--- src/vsfe_pkg.sv ---
`timescale 1ns / 1ps

package vsfe_pkg;

   // Longest response frame that is kept; further bytes only enter the CRC.
   localparam int MAX_FRAME = 8;
   // Width of the receive count, which must hold MAX_FRAME itself.
   localparam int CNT_W = $clog2(MAX_FRAME + 1);
   // Width of an index into the receive store.
   localparam int IDX_W = $clog2(MAX_FRAME);
   // Shortest response frame: address, function, length byte and two CRC bytes.
   localparam int MIN_FRAME = 5;
   // Width used when comparing the count with the length byte plus overhead.
   localparam int LEN_W = 9;

   // Depth of the queue between the front and back ends.
   localparam int QUEUE_DEPTH = 4;
   localparam int QPTR_W = $clog2(QUEUE_DEPTH);
   localparam int QCNT_W = $clog2(QUEUE_DEPTH + 1);

   // CRC-16, reflected polynomial, all-ones start value.
   localparam logic [15:0] CRC_POLY = 16'hA001;
   localparam logic [15:0] CRC_INIT = 16'hFFFF;

   localparam logic [7:0] ADDR_RESET = 8'h01;

   // Input item kinds.
   localparam logic FUNC_REQUEST  = 1'b0;
   localparam logic FUNC_RESPONSE = 1'b1;

   // Result item kinds.
   localparam logic KIND_TX      = 1'b0;
   localparam logic KIND_VERDICT = 1'b1;

   // Function codes with a known content rule.
   localparam logic [7:0] FC_READ_PARAM  = 8'h01;
   localparam logic [7:0] FC_WRITE_CTRL  = 8'h03;
   localparam logic [7:0] FC_READ_STATUS = 8'h04;
   localparam logic [7:0] FC_WRITE_FREQ  = 8'h05;

   // Verdict codes.
   localparam logic [2:0] ST_OK       = 3'd0;
   localparam logic [2:0] ST_SHORT    = 3'd1;
   localparam logic [2:0] ST_LENGTH   = 3'd2;
   localparam logic [2:0] ST_ADDRESS  = 3'd3;
   localparam logic [2:0] ST_FUNCTION = 3'd4;
   localparam logic [2:0] ST_CRC      = 3'd5;
   localparam logic [2:0] ST_CONTENT  = 3'd6;

   // One classified item as it waits in the queue.
   typedef struct packed {
      logic            is_rx;
      logic [7:0]      function_code;
      logic [2:0]      len;
      logic [3:0][7:0] data;
      logic [7:0]      rx_byte;
      logic            rx_last;
   } vsfe_item_type;

   // Head of the queue as the back end sees it.
   typedef struct packed {
      logic          valid;
      vsfe_item_type item;
   } vsfe_head_type;

   // One byte through the CRC, all eight shifts unrolled.
   function automatic logic [15:0] crc_byte(input logic [15:0] crc_in,
                                            input logic [7:0]  data_in);
      logic [15:0] c;
      c = crc_in ^ {8'h00, data_in};
      for (int k = 0; k < 8; k++) begin
         if (c[0]) begin
            c = (c >> 1) ^ CRC_POLY;
         end else begin
            c = c >> 1;
         end
      end
      return c;
   endfunction

endpackage

--- src/vsfe_front.sv ---
`timescale 1ns / 1ps

module vsfe_front (
   input  logic                   req_valid,
   output logic                   req_stall,
   input  logic                   req_func,
   input  logic [7:0]             req_function_code,
   input  logic [2:0]             req_req_len,
   input  logic [7:0]             req_req_byte_0,
   input  logic [7:0]             req_req_byte_1,
   input  logic [7:0]             req_req_byte_2,
   input  logic [7:0]             req_req_byte_3,
   input  logic [7:0]             req_rx_byte,
   input  logic                   req_rx_last,
   input  logic                   queue_full,
   output logic                   push,
   output vsfe_pkg::vsfe_item_type push_item
);
   import vsfe_pkg::*;

   logic [2:0]      len_norm;
   logic [3:0][7:0] raw_data;

   // An item is taken whenever the queue has room.
   assign req_stall = queue_full;
   assign push      = req_valid && !queue_full;

   // Clamp the request length into the range one to four.
   always_comb begin
      if (req_req_len == 3'd0) begin
         len_norm = 3'd1;
      end else if (req_req_len > 3'd4) begin
         len_norm = 3'd4;
      end else begin
         len_norm = req_req_len;
      end
   end

   assign raw_data = {req_req_byte_3, req_req_byte_2, req_req_byte_1, req_req_byte_0};

   // Classify the item and zero the data bytes that the request does not use.
   always_comb begin
      push_item.is_rx         = (req_func == FUNC_RESPONSE);
      push_item.function_code = req_function_code;
      push_item.len           = len_norm;
      for (int i = 0; i < 4; i++) begin
         push_item.data[i] = (3'(i) < len_norm) ? raw_data[i] : 8'h00;
      end
      push_item.rx_byte = req_rx_byte;
      push_item.rx_last = req_rx_last;
   end

endmodule

--- src/vsfe_queue.sv ---
`timescale 1ns / 1ps

module vsfe_queue (
   input  logic                    clock,
   input  logic                    reset,
   input  logic                    push,
   input  vsfe_pkg::vsfe_item_type push_item,
   output logic                    full,
   input  logic                    pop,
   output vsfe_pkg::vsfe_head_type head
);
   import vsfe_pkg::*;

   vsfe_item_type       slot_ff [QUEUE_DEPTH];
   logic [QPTR_W-1:0]   wr_ptr_ff;
   logic [QPTR_W-1:0]   wr_ptr_in;
   logic [QPTR_W-1:0]   rd_ptr_ff;
   logic [QPTR_W-1:0]   rd_ptr_in;
   logic [QCNT_W-1:0]   count_ff;
   logic [QCNT_W-1:0]   count_in;
   logic                do_push;
   logic                do_pop;

   assign full       = (count_ff == QCNT_W'(QUEUE_DEPTH));
   assign head.valid = (count_ff != '0);
   assign head.item  = slot_ff[rd_ptr_ff];

   assign do_push = push && !full;
   assign do_pop  = pop && head.valid;

   // Pointer and fill count updates.
   always_comb begin
      wr_ptr_in = do_push ? wr_ptr_ff + 1'b1 : wr_ptr_ff;
      rd_ptr_in = do_pop ? rd_ptr_ff + 1'b1 : rd_ptr_ff;
      count_in  = count_ff;
      if (do_push && !do_pop) begin
         count_in = count_ff + 1'b1;
      end else if (do_pop && !do_push) begin
         count_in = count_ff - 1'b1;
      end
   end

   always_ff @(posedge clock) begin
      if (reset) begin
         wr_ptr_ff <= '0;
         rd_ptr_ff <= '0;
         count_ff  <= '0;
      end else begin
         wr_ptr_ff <= wr_ptr_in;
         rd_ptr_ff <= rd_ptr_in;
         count_ff  <= count_in;
      end
   end

   // Item storage needs no reset.
   always_ff @(posedge clock) begin
      if (do_push) begin
         slot_ff[wr_ptr_ff] <= push_item;
      end
   end

endmodule

--- src/vsfe_back.sv ---
`timescale 1ns / 1ps

module vsfe_back (
   input  logic                    clock,
   input  logic                    reset,
   input  logic [7:0]              slave_address,
   input  vsfe_pkg::vsfe_head_type head,
   output logic                    pop,
   output logic                    rsp_valid,
   input  logic                    rsp_stall,
   output logic                    rsp_kind,
   output logic [7:0]              rsp_tx_byte,
   output logic                    rsp_last,
   output logic [2:0]              rsp_status,
   output logic [15:0]             rsp_value
);
   import vsfe_pkg::*;

   typedef enum logic {S_IDLE, S_SEND} state_type;

   state_type        state_ff, state_in;
   logic [2:0]       tx_idx_ff, tx_idx_in;
   logic [2:0]       tx_len_ff, tx_len_in;
   logic [15:0]      tx_crc_ff, tx_crc_in;
   logic [7:0]       sent_function_ff, sent_function_in;
   logic [3:0][7:0]  sent_data_ff, sent_data_in;
   logic [CNT_W-1:0] rx_count_ff, rx_count_in;
   logic             rx_over_ff, rx_over_in;
   logic [15:0]      rx_crc_ff, rx_crc_in;
   logic [7:0]       rx_store_ff [MAX_FRAME];
   logic             rsp_valid_ff, rsp_valid_in;
   logic             rsp_kind_ff, rsp_kind_in;
   logic [7:0]       rsp_tx_byte_ff, rsp_tx_byte_in;
   logic             rsp_last_ff, rsp_last_in;
   logic [2:0]       rsp_status_ff, rsp_status_in;
   logic [15:0]      rsp_value_ff, rsp_value_in;

   logic             out_free;
   logic             store_we;
   logic [7:0]       frame_byte;
   logic [3:0]       idx_wide;
   logic [3:0]       crc_lo_idx;
   logic [3:0]       end_idx;
   logic [7:0]       rx_b;
   logic [15:0]      crc_next;
   logic [CNT_W-1:0] count_next;
   logic             over_next;
   logic [7:0]       r [6];
   logic [2:0]       verdict;
   logic [15:0]      verdict_value;

   // The output register can take a new result when empty or being drained.
   assign out_free = !rsp_valid_ff || !rsp_stall;

   // Byte of the request frame at the current position.
   assign idx_wide   = {1'b0, tx_idx_ff};
   assign crc_lo_idx = {1'b0, tx_len_ff} + 4'd2;
   assign end_idx    = {1'b0, tx_len_ff} + 4'd3;

   always_comb begin
      if (tx_idx_ff == 3'd0) begin
         frame_byte = slave_address;
      end else if (tx_idx_ff == 3'd1) begin
         frame_byte = sent_function_ff;
      end else if (idx_wide < crc_lo_idx) begin
         frame_byte = sent_data_ff[2'(tx_idx_ff - 3'd2)];
      end else if (idx_wide == crc_lo_idx) begin
         frame_byte = tx_crc_ff[7:0];
      end else begin
         frame_byte = tx_crc_ff[15:8];
      end
   end

   // Receive path: running CRC, count and overflow including the byte at the head.
   assign rx_b       = head.item.rx_byte;
   assign crc_next   = crc_byte(rx_crc_ff, rx_b);
   assign store_we   = (rx_count_ff < CNT_W'(MAX_FRAME));
   assign count_next = store_we ? rx_count_ff + 1'b1 : rx_count_ff;
   assign over_next  = rx_over_ff || !store_we;

   // The first six frame bytes as they stand once the head byte is stored.
   always_comb begin
      for (int k = 0; k < 6; k++) begin
         r[k] = (rx_count_ff == CNT_W'(k)) ? rx_b : rx_store_ff[k];
      end
   end

   // Verdict on a complete response frame, in order of priority.
   always_comb begin
      verdict_value = 16'h0000;
      if (count_next < CNT_W'(MIN_FRAME)) begin
         verdict = ST_SHORT;
      end else if (over_next ||
                   (LEN_W'(count_next) != ({1'b0, r[2]} + LEN_W'(MIN_FRAME)))) begin
         verdict = ST_LENGTH;
      end else if (r[0] != slave_address) begin
         verdict = ST_ADDRESS;
      end else if (r[1] != sent_function_ff) begin
         verdict = ST_FUNCTION;
      end else if (crc_next != 16'h0000) begin
         verdict = ST_CRC;
      end else begin
         case (sent_function_ff)
            FC_READ_PARAM: begin
               if (r[3] != sent_data_ff[1] || (r[2] != 8'd2 && r[2] != 8'd3)) begin
                  verdict = ST_CONTENT;
               end else begin
                  verdict       = ST_OK;
                  verdict_value = (r[2] == 8'd2) ? {8'h00, r[4]} : {r[4], r[5]};
               end
            end
            FC_WRITE_CTRL: begin
               verdict = (r[2] == 8'd1 && r[3] == 8'd0) ? ST_OK : ST_CONTENT;
            end
            FC_READ_STATUS: begin
               if (r[2] != 8'd3 || r[3] != sent_data_ff[1]) begin
                  verdict = ST_CONTENT;
               end else begin
                  verdict       = ST_OK;
                  verdict_value = {r[4], r[5]};
               end
            end
            FC_WRITE_FREQ: begin
               verdict = (r[2] == 8'd2 && r[3] == sent_data_ff[1] &&
                          r[4] == sent_data_ff[2]) ? ST_OK : ST_CONTENT;
            end
            default: begin
               verdict = ST_CONTENT;
            end
         endcase
      end
   end

   // Sequencer: takes items from the queue and carries them out.
   always_comb begin
      state_in         = state_ff;
      tx_idx_in        = tx_idx_ff;
      tx_len_in        = tx_len_ff;
      tx_crc_in        = tx_crc_ff;
      sent_function_in = sent_function_ff;
      sent_data_in     = sent_data_ff;
      rx_count_in      = rx_count_ff;
      rx_over_in       = rx_over_ff;
      rx_crc_in        = rx_crc_ff;
      rsp_valid_in     = rsp_valid_ff && rsp_stall;
      rsp_kind_in      = rsp_kind_ff;
      rsp_tx_byte_in   = rsp_tx_byte_ff;
      rsp_last_in      = rsp_last_ff;
      rsp_status_in    = rsp_status_ff;
      rsp_value_in     = rsp_value_ff;
      pop              = 1'b0;

      case (state_ff)
         S_IDLE: begin
            if (head.valid) begin
               if (head.item.is_rx) begin
                  // A byte with no verdict needs no room at the output.
                  if (!head.item.rx_last || out_free) begin
                     pop         = 1'b1;
                     rx_count_in = count_next;
                     rx_over_in  = over_next;
                     rx_crc_in   = crc_next;
                     if (head.item.rx_last) begin
                        rsp_valid_in   = 1'b1;
                        rsp_kind_in    = KIND_VERDICT;
                        rsp_tx_byte_in = 8'h00;
                        rsp_last_in    = 1'b1;
                        rsp_status_in  = verdict;
                        rsp_value_in   = (verdict == ST_OK) ? verdict_value : 16'h0000;
                        rx_count_in    = '0;
                        rx_over_in     = 1'b0;
                        rx_crc_in      = CRC_INIT;
                     end
                  end
               end else begin
                  // A new request drops any partly received response.
                  pop              = 1'b1;
                  sent_function_in = head.item.function_code;
                  sent_data_in     = head.item.data;
                  tx_len_in        = head.item.len;
                  tx_idx_in        = 3'd0;
                  tx_crc_in        = CRC_INIT;
                  rx_count_in      = '0;
                  rx_over_in       = 1'b0;
                  rx_crc_in        = CRC_INIT;
                  state_in         = S_SEND;
               end
            end
         end
         S_SEND: begin
            if (out_free) begin
               rsp_valid_in   = 1'b1;
               rsp_kind_in    = KIND_TX;
               rsp_tx_byte_in = frame_byte;
               rsp_last_in    = (idx_wide == end_idx);
               rsp_status_in  = ST_OK;
               rsp_value_in   = 16'h0000;
               if (idx_wide < crc_lo_idx) begin
                  tx_crc_in = crc_byte(tx_crc_ff, frame_byte);
               end
               tx_idx_in = tx_idx_ff + 3'd1;
               if (idx_wide == end_idx) begin
                  state_in = S_IDLE;
               end
            end
         end
         default: begin
            state_in = S_IDLE;
         end
      endcase
   end

   always_ff @(posedge clock) begin
      if (reset) begin
         state_ff         <= S_IDLE;
         tx_idx_ff        <= 3'd0;
         tx_len_ff        <= 3'd1;
         tx_crc_ff        <= CRC_INIT;
         sent_function_ff <= 8'h00;
         sent_data_ff     <= '0;
         rx_count_ff      <= '0;
         rx_over_ff       <= 1'b0;
         rx_crc_ff        <= CRC_INIT;
         rsp_valid_ff     <= 1'b0;
         rsp_kind_ff      <= KIND_TX;
         rsp_tx_byte_ff   <= 8'h00;
         rsp_last_ff      <= 1'b0;
         rsp_status_ff    <= ST_OK;
         rsp_value_ff     <= 16'h0000;
      end else begin
         state_ff         <= state_in;
         tx_idx_ff        <= tx_idx_in;
         tx_len_ff        <= tx_len_in;
         tx_crc_ff        <= tx_crc_in;
         sent_function_ff <= sent_function_in;
         sent_data_ff     <= sent_data_in;
         rx_count_ff      <= rx_count_in;
         rx_over_ff       <= rx_over_in;
         rx_crc_ff        <= rx_crc_in;
         rsp_valid_ff     <= rsp_valid_in;
         rsp_kind_ff      <= rsp_kind_in;
         rsp_tx_byte_ff   <= rsp_tx_byte_in;
         rsp_last_ff      <= rsp_last_in;
         rsp_status_ff    <= rsp_status_in;
         rsp_value_ff     <= rsp_value_in;
      end
   end

   // Receive store: written at the fill position, never cleared.
   always_ff @(posedge clock) begin
      if (pop && head.item.is_rx && store_we) begin
         rx_store_ff[rx_count_ff[IDX_W-1:0]] <= rx_b;
      end
   end

   assign rsp_valid   = rsp_valid_ff;
   assign rsp_kind    = rsp_kind_ff;
   assign rsp_tx_byte = rsp_tx_byte_ff;
   assign rsp_last    = rsp_last_ff;
   assign rsp_status  = rsp_status_ff;
   assign rsp_value   = rsp_value_ff;

endmodule

--- src/vfd_serial_frame_engine.sv ---
`timescale 1ns / 1ps
// Channel    Ports                       Direction  Moves
// request    req_valid / req_stall       in         request item or one received byte
// response   rsp_valid / rsp_stall       out        transmit byte or response verdict
// config     csr_we / csr_wdata          in         slave address
//
// The back end takes received bytes while it is idle; a request frame of N data
// bytes goes out as N + 4 transmit bytes once the sequencer has loaded it.
// A four-entry queue lets the request side keep transferring while frames go out, until the queue is full.
// Reset is synchronous; afterwards the slave address is 1 and no response is pending.
// A stalled response register holds its byte; the back end waits on it only
// when it has a result to give.
module vfd_serial_frame_engine (
   input  logic        clock,
   input  logic        reset,
   input  logic        req_valid,
   output logic        req_stall,
   input  logic        req_func,
   input  logic [7:0]  req_function_code,
   input  logic [2:0]  req_req_len,
   input  logic [7:0]  req_req_byte_0,
   input  logic [7:0]  req_req_byte_1,
   input  logic [7:0]  req_req_byte_2,
   input  logic [7:0]  req_req_byte_3,
   input  logic [7:0]  req_rx_byte,
   input  logic        req_rx_last,
   output logic        rsp_valid,
   input  logic        rsp_stall,
   output logic        rsp_kind,
   output logic [7:0]  rsp_tx_byte,
   output logic        rsp_last,
   output logic [2:0]  rsp_status,
   output logic [15:0] rsp_value,
   input  logic        csr_we,
   input  logic [7:0]  csr_wdata
);
   import vsfe_pkg::*;

   logic [7:0]    slave_address_ff;
   logic [7:0]    slave_address_in;
   logic          queue_full;
   logic          push;
   vsfe_item_type push_item;
   logic          pop;
   vsfe_head_type head;

   // Slave address register.
   assign slave_address_in = csr_we ? csr_wdata : slave_address_ff;

   always_ff @(posedge clock) begin
      if (reset) begin
         slave_address_ff <= ADDR_RESET;
      end else begin
         slave_address_ff <= slave_address_in;
      end
   end

   vsfe_front u_front (
      .req_valid         (req_valid),
      .req_stall         (req_stall),
      .req_func          (req_func),
      .req_function_code (req_function_code),
      .req_req_len       (req_req_len),
      .req_req_byte_0    (req_req_byte_0),
      .req_req_byte_1    (req_req_byte_1),
      .req_req_byte_2    (req_req_byte_2),
      .req_req_byte_3    (req_req_byte_3),
      .req_rx_byte       (req_rx_byte),
      .req_rx_last       (req_rx_last),
      .queue_full        (queue_full),
      .push              (push),
      .push_item         (push_item)
   );

   vsfe_queue u_queue (
      .clock     (clock),
      .reset     (reset),
      .push      (push),
      .push_item (push_item),
      .full      (queue_full),
      .pop       (pop),
      .head      (head)
   );

   vsfe_back u_back (
      .clock         (clock),
      .reset         (reset),
      .slave_address (slave_address_ff),
      .head          (head),
      .pop           (pop),
      .rsp_valid     (rsp_valid),
      .rsp_stall     (rsp_stall),
      .rsp_kind      (rsp_kind),
      .rsp_tx_byte   (rsp_tx_byte),
      .rsp_last      (rsp_last),
      .rsp_status    (rsp_status),
      .rsp_value     (rsp_value)
   );

   // A verdict is always the last item of its group and carries no byte.
   a_verdict_shape: assert property (@(posedge clock) disable iff (reset)
      (rsp_valid && rsp_kind == KIND_VERDICT) |-> (rsp_last && rsp_tx_byte == 8'h00))
      else $error("verdict without last flag or with a byte");

   // Only an ok verdict carries a value.
   a_value_only_ok: assert property (@(posedge clock) disable iff (reset)
      (rsp_valid && rsp_status != ST_OK) |-> (rsp_value == 16'h0000))
      else $error("value given with a failing verdict");

   // Transmit bytes carry neither a status nor a value.
   a_tx_clean: assert property (@(posedge clock) disable iff (reset)
      (rsp_valid && rsp_kind == KIND_TX) |-> (rsp_status == ST_OK && rsp_value == 16'h0000))
      else $error("transmit byte with status or value");

   // Output sits stable across a stall.
   a_out_hold: assert property (@(posedge clock) disable iff (reset)
      (rsp_valid && rsp_stall) |=> (rsp_valid && $stable(rsp_tx_byte) && $stable(rsp_status)))
      else $error("stalled result changed");

endmodule
--- config.mk ---
export PLATFORM = sky130hd
export DESIGN_NAME = vfd_serial_frame_engine
export DESIGN_NICKNAME = d
export VERILOG_FILES = /design/src/vsfe_pkg.sv /design/src/vsfe_front.sv /design/src/vsfe_queue.sv /design/src/vsfe_back.sv /design/src/vfd_serial_frame_engine.sv
export SDC_FILE = /design/constraint.sdc
export NUM_CORES = 1
export LEC_CHECK = 0
export BUFFER_PORTS_ARGS = -buffer_cell sky130_fd_sc_hd__buf_4
export CORE_ASPECT_RATIO = 1.4
export CORE_MARGIN = 1
export CORE_UTILIZATION = 45
export DETAILED_ROUTE_END_ITERATION = 16
export HOLD_SLACK_MARGIN = 0.1
export PLACE_DENSITY_LB_ADDON = 0.15
export SKIP_CTS_REPAIR_TIMING = 1
export SYNTH_ARGS = -nofsm -noshare
export SYNTH_HDL_FRONTEND = slang
export SYNTH_HIERARCHICAL = 1
export SYNTH_SLANG_ARGS = --single-unit
--- constraint.sdc ---
create_clock -name clock -period 5.2 [get_ports clock]
set_input_delay 1.04 -clock clock [delete_from_list [all_inputs] [get_ports clock]]
set_output_delay 1.04 -clock clock [all_outputs]
set_load 0.03 [all_outputs]
==> results.json, run 1 <==
{
  "grt_first_pass_wirelength_um": 60620,
  "static-leakage-power_nw": 6.775,
  "status": "finished clean",
  "cts_root_buf": "sky130_fd_sc_hd__clkbuf_16",
  "via_count_of_the_first_global_routing_pass": 10257,
  "critical-path-slowest-cell": "sky130_fd_sc_hd__or4_4",
  "crit_buf_inv": 0,
  "fp.dieH_um": 234.0,
  "end_kind": "flop",
  "fin_tns_setup_ns": 0,
  "io_buffers": 96,
  "max_capacitance_violation_count": 0,
  "h-tree-depth": 2,
  "design.core.area_um2": 37730,
  "globalRouteOverflowTotal": 0,
  "clock_sinks": 391,
  "detailedPlacementHpwl_um": 26510,
  "max-clock-path-buffers": 3,
  "antenna_left": 0,
  "global_routing_met2_resource_utilization_pct": 34.91,
  "route.vias.total": 10396,
  "area_taken_by_flip_flops_and_latches_um2": 10440,
  "min_path_cells": 2,
  "die_area_um2": 39240,
  "synthMuxAreaShare_pct": 11.78,
  "worst-path-max-fanout": 9,
  "grt_max_degree": 73,
  "p_per_area_nw_per_um2": 528.4,
  "r2r_slack_ns": 0.69,
  "grt_util_all_layers_pct": 20.41,
  "clk_transition_reported_paths_ns": 0.06,
  "worstPathArrival_ns": 4.97,
  "synthesis.instances": 1323,
  "tightest_slew_ns": 0.9777,
  "gp_congestion": 0.8293,
  "postRouteWirelength_um": 39320,
  "post-synth-top-area-fraction_pct": 45.13,
  "synth_compound_area_share_pct": 6.886,
  "final_layout_size_suffix_gt1_share_pct": 19.60,
  "setup_repair_after_global_routing_missed_its_margin": "false",
  "main_combinational_cell_family_by_area_after_synthesis": "multiplexers",
  "route.detailed.drc": 0,
  "grt_antenna_before_repair": 0,
  "clock_tree_from_tritoncts": "done",
  "start_kind": "flop",
  "vias_per_cell": 5.512,
  "wl_per_cell_um": 20.85,
  "area.growth.synth_to_final_pct": 12.56,
  "effective_utilization_at_floorplan_pct": 45.85,
  "max-vdd-ir-drop_mv": 0.3417,
  "cp_cell_sequence": "mux4_2 > xnor2_1 > xnor2_2 > xnor3_1 > xnor2_1 > ha_1 > xnor2_1 > nand4b_1 > nor2_1 > nand3_1 > or4_4 > nor2_4 > nand3b_4 > or2_4 > nand2b_1 > a21oi_1",
  "synthTopCellsByCount": "sky130_fd_sc_hd__edfxtp_1 (260), sky130_fd_sc_hd__nand2_1 (147), sky130_fd_sc_hd__dfxtp_1 (131)",
  "hold_start": "u_back/rsp_tx_byte[5]",
  "async_flop_share_pct": 0,
  "synthTopCellsByArea": "sky130_fd_sc_hd__edfxtp_1 (45%), sky130_fd_sc_hd__dfxtp_1 (15%), sky130_fd_sc_hd__mux4_2 (7.6%), sky130_fd_sc_hd__nand2_1 (3.2%), sky130_fd_sc_hd__mux2i_1 (3.1%)",
  "synthesis.yosys.warnings": 6,
  "post_synth_and_or_nand_nor_area_fraction_pct": 10.59,
  "multi_input_comb_area_um2": 6187,
  "drt_pre_antenna_iters": 6,
  "cts_inserted_buffers": 39,
  "busiest_layer": "met2",
  "synth-edff-count": 260,
  "synth-seq-area-share_pct": 60.29,
  "synth_top_flop_cell": "sky130_fd_sc_hd__edfxtp_1",
  "worst_slack_on_hold_paths_ns": 0.4589,
  "netlist.top_cell.by_area": "sky130_fd_sc_hd__edfxtp_1",
  "timing.final.setup_violations": 0,
  "top_level_ports": 97,
  "worst_slew_margin_rel_pct": 34.53,
  "ys_ff_latch": 391,
  "final.setup_skew_ns": 0.01911,
  "worst_path_dominant_cell_family": "simple AND/OR/NAND/NOR gates",
  "max_freq_mhz": 221.7,
  "die_width_um": 167.7,
  "worst_path_largest_cell_delay_ns": 0.57,
  "clock_insertion_delay_worst_skew_ns": 0.55,
  "crit_type": "reg -> reg",
  "num-fill-cells": 3240,
  "final_max_slew_viol_count": 0,
  "postSynthNetCount": 1412,
  "synthesis.area_um2": 17300,
  "synth.distinct_cells": 75,
  "yosysMostFrequentCell": "sky130_fd_sc_hd__edfxtp_1",
  "hold_path_class": "reg -> reg",
  "synth_xor_xnor_area_share_pct": 4.672,
  "period_minus_slack_ns": 4.510,
  "critical-path-top-cell-by-count": "sky130_fd_sc_hd__xnor2_1",
  "antenna-diode-count": 0,
  "timing.hold.worst_endpoint": "u_back/rsp_tx_byte[5]",
  "r2r.worst_path.cells": 16,
  "placement_rows": 84,
  "r2r_end": "u_back/rsp_value[4]",
  "data_required_time_of_the_worst_path_ns": 5.66,
  "syn-mean-instance-area_um2": 13.08,
  "globalRouteMet3Util_pct": 3.274,
  "globalRouteMet1Util_pct": 26.31,
  "fin_nets": 1471,
  "dr.first_iter.drc_count": 630,
  "timing.final.hold_violations": 0,
  "yosys.area_share.adder_pct": 1.707,
  "timing.final.crit_share_pct": 86.74
}
==> cell families (layout without fill, tap and decap cells) <==
| family | after synthesis | in the layout |
|---|---|---|
| and+or+nand+nor | 379 | 379 |
| adders and majority gates | 23 | 23 |
| xor gates and xnor gates | 84 | 84 |
| muxes | 125 | 125 |
| AOI/OAI and AO/OA | 192 | 192 |
| DFF | 391 | 391 |
| buffers and inverters | 129 | 219 |
==> metal layers <==
layer | part of all wire, % | vias to the layer above
met5 | 0 | -
met4 | 2.9 | 0
met3 | 4.2 | 60
met2 | 50 | 220
met1 | 43 | 5169
li1 | - | 4947
==> worst min-delay path: cells and delay by family (launching register included) <==
family,cells,cell delay (ns)
compound gates,1,0.05
flops,1,0.31
simple gates,1,0.05
==> stage by stage <==
| step | std cells | instance area [µm²] | setup slack [ns] | util, % | total power [mW] |
|---|---|---|---|---|---|
| 6_report | 1886 | 19470 | 0.6895 | 51.61 | 10.29 |
| 4_1_cts | 1886 | 19470 | 0.6645 | 51.61 | 10.40 |
| 5_1_grt | 1886 | 19470 | 0.3613 | 51.61 | 10.84 |
| 3_5_place_dp | 1814 | 18220 | 0.6808 | 48.28 | 7.626 |
| 2_1_floorplan | 1323 | 17300 | 0.6883 | - | 6.780 |
| 3_3_place_gp | 1814 | 18220 | 0.7606 | 48.28 | 7.582 |
==> placed cells by master, fill, tap and decap left out, types with 14 or more instances in the layout <==
cell                          n
sky130_fd_sc_hd__edfxtp_1   260
sky130_fd_sc_hd__nand2_1    147
sky130_fd_sc_hd__dfxtp_1    129
sky130_fd_sc_hd__buf_4      120
sky130_fd_sc_hd__nor2_1      83
sky130_fd_sc_hd__a21oi_1     81
sky130_fd_sc_hd__xnor2_1     60
sky130_fd_sc_hd__mux4_2      58
sky130_fd_sc_hd__mux2i_1     54
sky130_fd_sc_hd__clkbuf_16   41
sky130_fd_sc_hd__nand2b_1    33
sky130_fd_sc_hd__inv_1       27
sky130_fd_sc_hd__nor2b_1     23
sky130_fd_sc_hd__o21ai_0     23
sky130_fd_sc_hd__o22ai_1     23
sky130_fd_sc_hd__ha_1        22
sky130_fd_sc_hd__a22oi_1     19
sky130_fd_sc_hd__clkbuf_1    16
sky130_fd_sc_hd__xor2_1      16
sky130_fd_sc_hd__nor4_1      14
==> state kept, by name, indices dropped and copies added, names as in the netlist, 4 cells and up, named ones only <==
register	count
slave_address_ff	8
u_back/rsp_tx_byte	8
u_back/rx_store_ff	48
u_back/sent_data_ff	32
u_back/rsp_value	16
u_queue/slot_ff	212
u_back/rx_count_ff	4
u_back/rx_crc_ff	16
u_back/tx_crc_ff	16
u_back/sent_function_ff	8
==> cell type report <==
class	instances	share of cell area [%]
well taps	473	3.039
clock inverters	12	0.6554
flip-flops and latches	391	53.59
inverters	27	0.5205
multi-input cells	803	31.78
repair buffers	120	4.627
clock buffers	60	5.790
==> power by group <==
part / switching, mW / total [mW] / internal [mW]
clock: 1.17 / 2.77 / 1.60
sequential: 0.335 / 4.17 / 3.84
combinational: 1.93 / 3.34 / 1.41
==> worst max path at each step <==
| stage | start | end | cells after the start |
|---|---|---|---|
| 6_report | flop | u_back/rsp_value[4] | 16 |
| 5_1_grt | flop | u_back/rsp_value[4] | 16 |
| 4_1_cts | flop | u_back/rsp_value[4] | 16 |
| 3_5_place_dp | flop | u_back/rsp_value[4] | 16 |
| 3_3_place_gp | flop | u_back/rsp_value[4] | 16 |
| 2_1_floorplan | flop | u_back/rsp_value[0] | 19 |
Power figures use the tool's default switching activity.
==> inputs of run 2 (changes only) <==
GPL_ROUTABILITY_DRIVEN = 0   (was not set)
clock period = 5.7 ns   (was 5.2 ns; I/O delays follow)
==> results.json, run 2 (same netlist as run 1, synthesis figures left out) <==
{
  "status": "finished clean",
  "fp.dieH_um": 234.0,
  "crit_type": "reg -> reg",
  "area.growth.synth_to_final_pct": 12.09,
  "cp_cell_sequence": "mux4_2 > xnor2_1 > xnor2_2 > xnor3_1 > xnor2_1 > ha_1 > xnor2_1 > nand4b_1 > nor2_1 > nand3_1 > or4_4 > nor2_4 > nand3b_4 > or2_4 > nand2b_1 > a21oi_1",
  "timing.final.crit_share_pct": 83.91,
  "data_required_time_of_the_worst_path_ns": 6.17,
  "vias_per_cell": 5.534,
  "top_level_ports": 97,
  "power.switching_mw": 3.151,
  "max_flop_register": "u_queue/slot_ff",
  "end_kind": "flop",
  "placement_rows": 84,
  "via_count_of_the_first_global_routing_pass": 10318,
  "finish.cell_count_without_fillers": 1874,
  "timing.final.setup_violations": 0,
  "globalRouteOverflowTotal": 0,
  "period_minus_slack_ns": 4.783,
  "worst_path_largest_cell_delay_ns": 0.72,
  "clock_insertion_delay_worst_skew_ns": 0.54,
  "fin_nets": 1460,
  "hold_path_class": "reg -> reg",
  "p_per_area_nw_per_um2": 481.4,
  "cts_root_buf": "sky130_fd_sc_hd__clkbuf_16",
  "drt_pre_antenna_iters": 5,
  "start_kind": "flop",
  "pwr-share-comb_pct": 32.3,
  "max-clock-path-buffers": 3,
  "final.setup.worst_slack_ns": 0.9170,
  "static-leakage-power_nw": 6.712,
  "layout.cells.most_common_list": "sky130_fd_sc_hd__edfxtp_1 (260), sky130_fd_sc_hd__nand2_1 (147), sky130_fd_sc_hd__dfxtp_1 (129), sky130_fd_sc_hd__buf_4 (109), sky130_fd_sc_hd__nor2_1 (83)",
  "place.detailed.instances": 1803,
  "postRouteWirelength_um": 39340,
  "power.share.switching_pct": 33.76,
  "antenna-diode-count": 0,
  "worst_slack_on_hold_paths_ns": 0.4560,
  "power.internal_mw": 6.183,
  "effective_utilization_at_floorplan_pct": 45.85,
  "max_freq_mhz": 209.1,
  "grt_max_degree": 72,
  "grt_first_pass_wirelength_um": 60840,
  "clk_transition_reported_paths_ns": 0.06,
  "h-tree-depth": 2,
  "fin_tns_setup_ns": 0,
  "final_common_cell": "sky130_fd_sc_hd__edfxtp_1",
  "max_capacitance_violation_count": 0,
  "final.setup_skew_ns": 0.01026,
  "dr.first_iter.drc_count": 680,
  "timing.final.hold_violations": 0,
  "critical-path-top-cell-by-count": "sky130_fd_sc_hd__xnor2_1",
  "clock_sinks": 391,
  "antenna_left": 0,
  "setup_repair_after_global_routing_missed_its_margin": "false",
  "detailedPlacementHpwl_um": 26750,
  "worstPathArrival_ns": 5.25,
  "max-vdd-ir-drop_mv": 0.2562,
  "tightest_slew_ns": 1.067,
  "total_power_mw": 9.334,
  "worst_slew_margin_rel_pct": 28.53,
  "design.core.area_um2": 37730,
  "route.vias.total": 10371,
  "io_buffers": 96,
  "final_max_slew_viol_count": 0,
  "die_area_um2": 39240,
  "critical-path-slowest-cell": "sky130_fd_sc_hd__mux4_2",
  "part_of_the_total_power_dissipated_in_sequential_elements_pct": 40.9,
  "largest_register_ff_count": 212,
  "post-place-ws_ns": 0.9395,
  "route.detailed.drc": 0,
  "final_layout_size_suffix_gt1_share_pct": 19.27,
  "die_width_um": 167.7,
  "cts_inserted_buffers": 39,
  "grt_antenna_before_repair": 0,
  "worst-path-max-fanout": 14,
  "clock_network_fraction_of_total_power_pct": 26.8,
  "clock_tree_from_tritoncts": "done",
  "grt_util_all_layers_pct": 20.42,
  "wl_per_cell_um": 20.99
}
[run 2: cell types whose count changed in the layout (fill, tap and decap cells not counted), moves of 2 or more]
cell / before / now
sky130_fd_sc_hd__clkinvlp_4: 1 / 4
sky130_fd_sc_hd__buf_4: 120 / 109
sky130_fd_sc_hd__clkinv_1: 0 / 4
sky130_fd_sc_hd__clkbuf_1: 16 / 8
sky130_fd_sc_hd__clkbuf_16: 41 / 39
sky130_fd_sc_hd__clkbuf_8: 3 / 5
[run 2: layout make-up]
type / instances / area (µm²)
clock inverters: 19 / 176.4
flip-flops and latches: 391 / 10440
inverters: 27 / 101.3
well taps: 473 / 591.8
multi-input cells: 803 / 6193
clock buffers: 52 / 1075
repair buffers: 109 / 818.3
fillers: 3243 / 18340
[run 2: worst max-delay path, delay by kind of cell, from the launching register on]
family,cells,cell delay [ns]
AND/OR/NAND/NOR,8,1.59
multiplexers,1,0.72
AO/OA/AOI/OAI,1,0.15
flip-flops,1,0.46
XOR/XNOR,5,1.41
adder cells (fa/ha/maj),1,0.37
[run 2: power groups by stage]
stage	logic (mW)	clock network [mW]	registers, mW
after floorplan	2.43	0	3.76
after global placement	3.01	0	3.87
after detailed placement	3.04	0	3.89
after CTS	3.05	2.57	3.83
after global routing	3.30	2.67	3.86
final	3.01	2.50	3.82
[run 2: path summary, 6_finish.rpt]
kind / startpoint / to / slack [ns] / cells past startpoint
hold reg to reg: u_back/rsp_status[1] / u_back/rsp_status[1] / 0.46 / 2
hold / removal: u_back/rsp_status[1] / u_back/rsp_status[1] / 0.46 / 2
setup reg to reg: flop / u_back/rsp_value[3] / 0.92 / 16
setup / recovery: flop / u_back/rsp_value[3] / 0.92 / 16
[run 2: metrics by stage]
stage          cell area, µm²  utilization [%]
4_1_cts                 19390            51.39
3_3_place_gp            18140            48.08
5_1_grt                 19390            51.39
3_5_place_dp            18140            48.08
2_1_floorplan           17300                -
6_report                19390            51.39
[run 2: per-layer routing]
layer,vias to the layer above,share of wire [%],GRT usage (%)
met5,-,0,0
met4,0,2.3,5.906
met3,57,4.5,3.224
met2,233,51,35.53
met1,5154,43,26.39
li1,4927,-,-
==> inputs of run 3 (changes only) <==
ABC_AREA = 1   (was not set)
clock period = 4.9 ns   (was 5.7 ns; I/O delays follow)
==> results.json, run 3 <==
{
  "clock_network_fraction_of_total_power_pct": 25.3,
  "vias_per_cell": 5.257,
  "start_kind": "flop",
  "fp.dieH_um": 238.5,
  "synth.distinct_cells": 52,
  "synthTopCellsByArea": "sky130_fd_sc_hd__edfxtp_1 (43%), sky130_fd_sc_hd__dfxtp_1 (15%), sky130_fd_sc_hd__nand2_1 (7.0%), sky130_fd_sc_hd__o21ai_0 (6.1%), sky130_fd_sc_hd__nor2_1 (4.6%)",
  "route.detailed.drc": 0,
  "part_of_the_total_power_dissipated_in_sequential_elements_pct": 39.2,
  "netlist.top_cell.by_area": "sky130_fd_sc_hd__edfxtp_1",
  "static-leakage-power_nw": 7.958,
  "max_freq_mhz": 226.5,
  "cts_inserted_buffers": 39,
  "synthesis.instances": 1891,
  "period_minus_slack_ns": 4.414,
  "r2r_slack_ns": 0.49,
  "final_max_slew_viol_count": 0,
  "syn-mean-instance-area_um2": 9.510,
  "grt_max_degree": 62,
  "grt_first_pass_wirelength_um": 71150,
  "clock_tree_from_tritoncts": "done",
  "timing.final.crit_share_pct": 90.09,
  "drt_pre_antenna_iters": 5,
  "route.vias.total": 13153,
  "clk_transition_reported_paths_ns": 0.06,
  "wl_per_cell_um": 18.04,
  "data_required_time_of_the_worst_path_ns": 5.30,
  "timing.final.setup_violations": 0,
  "power.share.switching_pct": 37.98,
  "placement_rows": 86,
  "postSynthNetCount": 1980,
  "antenna-diode-count": 0,
  "antenna_left": 0,
  "cts_root_buf": "sky130_fd_sc_hd__clkbuf_16",
  "max_flop_register": "u_queue/slot_ff",
  "fin_tns_setup_ns": 0,
  "synth-edff-count": 260,
  "yosysMostFrequentCell": "sky130_fd_sc_hd__nand2_1",
  "grt_antenna_before_repair": 0,
  "clock_insertion_delay_worst_skew_ns": 0.54,
  "globalRouteOverflowTotal": 0,
  "h-tree-depth": 2,
  "die_width_um": 171.0,
  "status": "finished clean",
  "critPathCapture": "u_back/rsp_status[0]",
  "max_capacitance_violation_count": 0,
  "clock_sinks": 391,
  "timing.final.hold_violations": 0,
  "layout.cells.most_common_list": "sky130_fd_sc_hd__nand2_1 (337), sky130_fd_sc_hd__edfxtp_1 (260), sky130_fd_sc_hd__o21ai_0 (220), sky130_fd_sc_hd__nor2_1 (215), sky130_fd_sc_hd__inv_1 (160)",
  "final_layout_size_suffix_gt1_share_pct": 13.17,
  "synth-seq-area-share_pct": 58.00,
  "finish.instance_area_um2": 20200,
  "end_kind": "flop",
  "max-vdd-ir-drop_mv": 0.2687,
  "power.switching_mw": 4.313,
  "largest_register_ff_count": 212,
  "tightest_slew_ns": 1.233,
  "synthesis.area_um2": 17980,
  "async_flop_share_pct": 0,
  "dr.first_iter.drc_count": 831,
  "crit_type": "reg -> reg",
  "r2r_end": "u_back/rsp_status[0]",
  "design.core.area_um2": 39380,
  "final.setup_skew_ns": 0.01472,
  "worst-path-max-fanout": 15,
  "worst_slew_margin_rel_pct": 17.18,
  "max-clock-path-buffers": 3,
  "setup_repair_after_global_routing_missed_its_margin": "false",
  "p_per_area_nw_per_um2": 562.3,
  "detailedPlacementHpwl_um": 31030,
  "area.growth.synth_to_final_pct": 12.30,
  "io_buffers": 96,
  "die_area_um2": 40780,
  "top_level_ports": 97,
  "synthesis.yosys.warnings": 6,
  "final_common_cell": "sky130_fd_sc_hd__nand2_1",
  "place_area_um2": 18970,
  "power.internal_mw": 7.044,
  "pwr-share-comb_pct": 35.5,
  "synth_top_flop_cell": "sky130_fd_sc_hd__edfxtp_1",
  "grt_util_all_layers_pct": 22.73,
  "post-synth-top-area-fraction_pct": 43.41,
  "r2r.worst_path.cells": 19,
  "effective_utilization_at_floorplan_pct": 45.66,
  "via_count_of_the_first_global_routing_pass": 12846,
  "worstPathArrival_ns": 4.82,
  "hold_path_class": "reg -> reg",
  "ys_ff_latch": 391,
  "postRouteWirelength_um": 45140,
  "synthTopCellsByCount": "sky130_fd_sc_hd__nand2_1 (337), sky130_fd_sc_hd__edfxtp_1 (260), sky130_fd_sc_hd__o21ai_0 (220)",
  "fin_nets": 2035
}
[run 3: cell types whose count changed after synthesis, sizes merged, moves of 19 or more]
| cell | previous run | this run |
|---|---|---|
| a22oi | 19 | 0 |
| inv | 27 | 169 |
| mux2i | 54 | 1 |
| mux4 | 61 | 0 |
| nand2 | 147 | 341 |
| nand2b | 33 | 0 |
| nand3 | 12 | 67 |
| nor2 | 87 | 246 |
| nor2b | 24 | 0 |
| o21ai | 28 | 245 |
| o22ai | 23 | 68 |
| xnor2 | 66 | 14 |
| xor2 | 16 | 46 |
[run 3: layout make-up]
type / count / area, µm²
Multi-Input combinational cell: 1217 / 6305
Clock inverter: 17 / 152.6
Timing Repair Buffer: 123 / 923.4
Sequential cell: 391 / 10430
Fill cell: 3624 / 19190
Inverter: 174 / 658.1
Tap cell: 528 / 660.6
Clock buffer: 52 / 1065
[run 3: per-layer routing]
layer	share of wire [%]	track usage [%]	vias up
met5	0	0	-
met4	3.9	9.659	0
met3	4.5	2.864	101
met2	49	39.36	337
met1	42	28.43	6194
li1	-	-	6521
[run 3: kinds of logic after synthesis]
kind of cell / synth area share, %
compound gates: 13.74
fa+ha+maj: 1.642
simple gates: 16.48
flops: 58.00
xor+xnor: 2.922
mux: 0.05566
buf+inv: 7.166
[run 3: power groups by stage]
stage | combinational [mW] | sequential, mW | clock (mW)
finish | 4.03 | 4.46 | 2.87
global route | 4.52 | 4.51 | 3.07
CTS | 4.04 | 4.45 | 2.95
detailed placement | 4.03 | 4.52 | 0
global placement | 3.96 | 4.51 | 0
floorplan | 2.87 | 4.45 | 0
[run 3: worst max-delay path: stages (launching register included)]
cell	delay, ns
sky130_fd_sc_hd__dfxtp_2	0.50
sky130_fd_sc_hd__inv_6	0.11
sky130_fd_sc_hd__o21ai_0	0.23
sky130_fd_sc_hd__o22ai_2	0.21
sky130_fd_sc_hd__xnor2_1	0.30
sky130_fd_sc_hd__xor2_1	0.29
sky130_fd_sc_hd__xnor2_1	0.17
sky130_fd_sc_hd__xor2_1	0.27
sky130_fd_sc_hd__xor2_1	0.25
sky130_fd_sc_hd__ha_1	0.31
sky130_fd_sc_hd__xor2_1	0.18
sky130_fd_sc_hd__nor4_1	0.24
sky130_fd_sc_hd__nand4_1	0.12
sky130_fd_sc_hd__nor2_1	0.10
sky130_fd_sc_hd__nand2_1	0.23
sky130_fd_sc_hd__nand2_1	0.14
sky130_fd_sc_hd__nand2_1	0.07
sky130_fd_sc_hd__a21oi_2	0.31
sky130_fd_sc_hd__a2bb2oi_1	0.19
sky130_fd_sc_hd__nor2_1	0.05
[run 3: how the worst min path moves through the flow]
| stage | from | to | slack, ns | depth (start not counted) |
|---|---|---|---|---|
| 2_1_floorplan | u_back/sent_data_ff[0] | u_back/sent_data_ff[0] | 0.43 | 2 |
| 3_3_place_gp | u_back/sent_data_ff[3] | u_back/sent_data_ff[3] | 0.45 | 2 |
| 3_5_place_dp | u_back/sent_data_ff[2] | u_back/sent_data_ff[2] | 0.45 | 2 |
| 4_1_cts | u_back/sent_data_ff[2] | u_back/sent_data_ff[2] | 0.46 | 2 |
| 5_1_grt | u_back/rsp_value[15] | u_back/rsp_value[15] | 0.49 | 2 |
| 6_report | u_back/sent_data_ff[2] | u_back/sent_data_ff[2] | 0.46 | 2 |
[run 3: through the flow]
stage | power, mW | setup slack, ns | cells | hold WS [ns] | util (%)
5_1_grt | 12.09 | 0.1063 | 2502 | 0.4852 | 51.28
6_report | 11.36 | 0.4856 | 2502 | 0.4583 | 51.28
4_1_cts | 11.45 | 0.4559 | 2502 | 0.4611 | 51.27
2_1_floorplan | 7.328 | 0.9310 | 1891 | 0.4303 | -
3_3_place_gp | 8.469 | 0.6975 | 2433 | 0.4465 | 48.18
3_5_place_dp | 8.549 | 0.4796 | 2433 | 0.4526 | 48.18
